<file path="src/hms_div_cell.sv">
// One restoring long-division cell: develops one quotient bit per request.
module hms_div_cell #(
	parameter int REM_W  = 16,
	parameter int Q_W    = 16,
	parameter int SIDE_W = 2
) (
	input  logic              clk,
	input  logic              arst_n,
	input  logic              in_valid,
	output logic              in_rdy,
	input  logic [REM_W-1:0]  rem_in,
	input  logic [REM_W-1:0]  den_in,
	input  logic [Q_W-1:0]    q_in,
	input  logic [SIDE_W-1:0] side_in,
	output logic              out_valid,
	input  logic              out_rdy,
	output logic [REM_W-1:0]  rem_out,
	output logic [REM_W-1:0]  den_out,
	output logic [Q_W-1:0]    q_out,
	output logic [SIDE_W-1:0] side_out
);

	logic              valid_q;
	logic [REM_W-1:0]  rem_q;
	logic [REM_W-1:0]  den_q;
	logic [Q_W-1:0]    q_q;
	logic [SIDE_W-1:0] side_q;
	logic [REM_W:0]    shifted;
	logic              take;

	assign in_rdy  = !valid_q || out_rdy;
	assign shifted = {rem_in, 1'b0};
	assign take    = shifted >= {1'b0, den_in};

	always_ff @(posedge clk or negedge arst_n) begin
		if (!arst_n) begin
			valid_q <= 1'b0;
		end else if (in_rdy) begin
			valid_q <= in_valid;
		end
	end

	always_ff @(posedge clk) begin
		if (in_rdy && in_valid) begin
			rem_q  <= take ? REM_W'(shifted - {1'b0, den_in}) : REM_W'(shifted);
			den_q  <= den_in;
			q_q    <= {q_in[Q_W-2:0], take};
			side_q <= side_in;
		end
	end

	assign out_valid = valid_q;
	assign rem_out   = rem_q;
	assign den_out   = den_q;
	assign q_out     = q_q;
	assign side_out  = side_q;

endmodule

</file>
<file path="config.mk">
export PLATFORM = sky130hd
export DESIGN_NAME = hms_div_cell
export DESIGN_NICKNAME = d
export VERILOG_FILES = /design/src/hms_div_cell.sv
export SDC_FILE = /design/constraint.sdc
export NUM_CORES = 1
export LEC_CHECK = 0
export BUFFER_PORTS_ARGS = -buffer_cell sky130_fd_sc_hd__clkbuf_2
export CORE_MARGIN = 4
export CORE_UTILIZATION = 40
export CTS_CLUSTER_SIZE = 20
export DETAILED_ROUTE_END_ITERATION = 16
export PLACE_DENSITY = 0.69
export SETUP_SLACK_MARGIN = 0.1
export SLEW_MARGIN = 20
export SYNTH_ARGS = -nofsm -noshare
export SYNTH_HDL_FRONTEND = slang
export SYNTH_SLANG_ARGS = --single-unit
</file>
<file path="constraint.sdc">
create_clock -name clk -period 4.8 [get_ports clk]
set_input_delay 0.24 -clock clk [delete_from_list [all_inputs] [get_ports clk]]
set_output_delay 0.24 -clock clk [all_outputs]
set_load 0.005 [all_outputs]
</file>
==> reports/results.tsv <==
metric	value	unit
via count	1942	
final setup skew	0.01386	ns
crit-path max FO	17	
GPL Wtd Cong	0.8055	
Hold WC Path Type	input port to flop	
CP max stage cell	a221o_1	
Startpoint Class	input port	
worst path bufs/invs	3	
# IOs	106	
Hold Crit Endpoint	side_out[1]$_DFFE_PP_	
worst hold path startpoint	side_in[1]	
post-synth cell types	47	
routed length per instance	13.77	um
WP data required	4.85	ns
initial drt markers	62	
Setup TNS	0	ns
synth warn	0	
total grt overflow	0	
largest cells by area after synthesis	edfxtp_1 (56%), ha_1 (7.5%), inv_1 (3.0%)	
reg2reg end	den_out[2]$_DFFE_PP_	
WL met3	547	um
DP Wirelength	4.201	mm
largest net degree at the start of global routing	51	
FF-to-FF path depth	2	
share of layout cells above drive strength 1	40.82	%
H-tree depth	2	
Critical R2R Launch	out_valid$_DFFE_PN0N_	
routed length on met1	2.205	mm
commonest non-fill, non-tap cells in the layout	clkbuf_2 (104), edfxtp_1 (50), inv_1 (21)	
Synth Flop Type	edfxtp_1	
die outline height	89.68	um
global router's overall resource usage	13.35	%
wire length of the first global-routing pass	8.335	mm
Die Width	89.68	um
core area	0.006422	sq mm
initial antenna violation count	0	
async set-or-reset flop fraction in the synthesized netlist	1.961	%
max-cap check violation count	0	
Syn Area/Cell	12.83	sq um
PD cells	314.6	mW/mm^2
reg2reg setup slack	3.35	ns
Skew-Pair Late Insertion Delay	0.30	ns
# DRC	0	
Final setup viols	0	
Post-synth EDFFs	50	
DR WL met2	2.607	mm
post-synthesis sequential area ratio	57.20	%
Final Hold Viols	0	
NumNets Final	386	
critical path arrival	2.61	ns
Layout area overhead	26.16	%
kind of critical path	input port to flop	
Synth top area share	56.26	%
post-synth net total	279	
Final ANT Viol Nets	0	
# rows	29	
leakage	1.558	nW
actual slew at the worst max-slew pin	0.6505	ns
post_cts resized	0	
slowest stage delay, CP	0.46	ns
highest routed layer	met4	
CTS Buffer Depth	2	
IO buf count	104	
Post-Syn Area	0.002669	sq mm
via/cell ratio	4.941	
Hold WS	0.1047	ns
worst ir drop on vdd	0.1393	mV
Reg clk slew, reported paths	0.10	ns
Setup crit end kind	flop	
First-pass DRT Iterations	4	
status	finished, final reports clean	
Ant. Diodes	0	
TritonCTS clock tree	built	
crit share post-route	53.21	%
Max-slew headroom	56.64	%
Die Area	0.008043	sq mm
final WL	5.411	mm
Yosys reg bits	51	
cells after synthesis	208	
CTS sink count	51	
Initial Util	41.55	%
Max Slew Vio Count	0	
crit path cell chain	clkbuf_2 > inv_1 > ha_1 > and3_1 > o211ai_2 > a31oi_2 > o21a_1 > a221o_1 > buf_4 > mux2_4	
Synth area leader	edfxtp_1	
Max Freq	391.5	MHz
Worst path top cell family by delay	compound AO/OA/AOI/OAI gates	
total CTS buffers	5	
RSZ-0062 raised after global routing	no	
min Tclk post-route	2.554	ns
root buf cell	clkbuf_8	
Hold Path Depth	1	
most common cell after layout, fill and taps aside	clkbuf_2	
vias in the first global route	1866	
## routing by layer
layer	GRT usage, %	vias to the layer above
met3	5.292	4
met5	0	-
met2	23.07	72
met1	14.99	888
li1	-	978
met4	4.465	0
## flip-flops by register name, indices dropped and copies added (netlist names)
register and cells:
den_out 16, q_out 16, side_out 2, out_valid 1
rem_out 16
## cells by family after synthesis
| group | synth area share, % |
|---|---|
| adder cells (fa/ha/maj) | 8.251 |
| XOR/XNOR | 3.610 |
| flip-flops | 57.20 |
| buffers and inverters | 4.782 |
| AND/OR/NAND/NOR | 8.299 |
| multiplexers | 3.188 |
| AO/OA/AOI/OAI | 14.67 |
## power breakdown
part           total [mW]  internal (mW)  leakage [nW]  switching [mW]
Clock               0.296          0.156        0.0514           0.141
Combinational       0.224          0.109          1.02           0.115
Sequential          0.539          0.531         0.486         0.00734
Total                1.06          0.796          1.56           0.263
## what timing repair did
action,in CTS,in global routing
hold buffers,1,0
setup buffers,0,0
endpoints found under the hold margin,1,0
## worst max-delay path by stage
stage,slack (ns),start,depth (start not counted),end
final,2.25,den_in[7],10,rem_out[4]$_DFFE_PP_
after detailed placement,1.94,den_in[8],10,rem_out[8]$_DFFE_PP_
after global routing,2.14,den_in[7],10,rem_out[4]$_DFFE_PP_
after global placement,1.99,den_in[6],10,rem_out[4]$_DFFE_PP_
after CTS,2.23,den_in[7],10,rem_out[4]$_DFFE_PP_
after floorplan,2.62,den_in[1],11,rem_out[15]$_DFFE_PP_
## area by class of cell
| cell class | instances | area (sq um) |
|---|---|---|
| inverter | 21 | 78.83 |
| tap | 77 | 96.34 |
| clock inverter | 2 | 37.54 |
| fill | 560 | 3055 |
| multi-input combinational | 130 | 1017 |
| timing repair buffer | 106 | 538.0 |
| sequential | 51 | 1526 |
| clock buffer | 6 | 72.57 |
## cells in the mapped netlist, types with 2 or more instances
cell      number
inv_1         21
xnor2_1        6
clkbuf_1       3
nor2b_1        3
ha_1          16
nor2_1        17
nand2_1        7
buf_6          2
o21ai_1        2
a21o_1         9
a21oi_1       14
o21a_1         2
xor2_1         5
edfxtp_1      50
nand2b_1       3
and3_1         2
o21ai_0        4
o211ai_2       2
a21oi_2        2
nand3_1        2
nor3_1         5
and2_1         2
mux2_4         5
## metrics by stage
stage          cells  worst slack [ns]  power [mW]  util (%)  area (sq um)
2_1_floorplan    208             2.615      0.6990         -          2669
3_3_place_gp     384             1.986      0.7686     50.54          3246
3_5_place_dp     384             1.937      0.7740     50.54          3246
4_1_cts          393             2.231       1.069     52.41          3366
5_1_grt          393             2.136       1.119     52.43          3367
6_report         393             2.246       1.059     52.43          3367
Power figures use the tool's default switching activity.
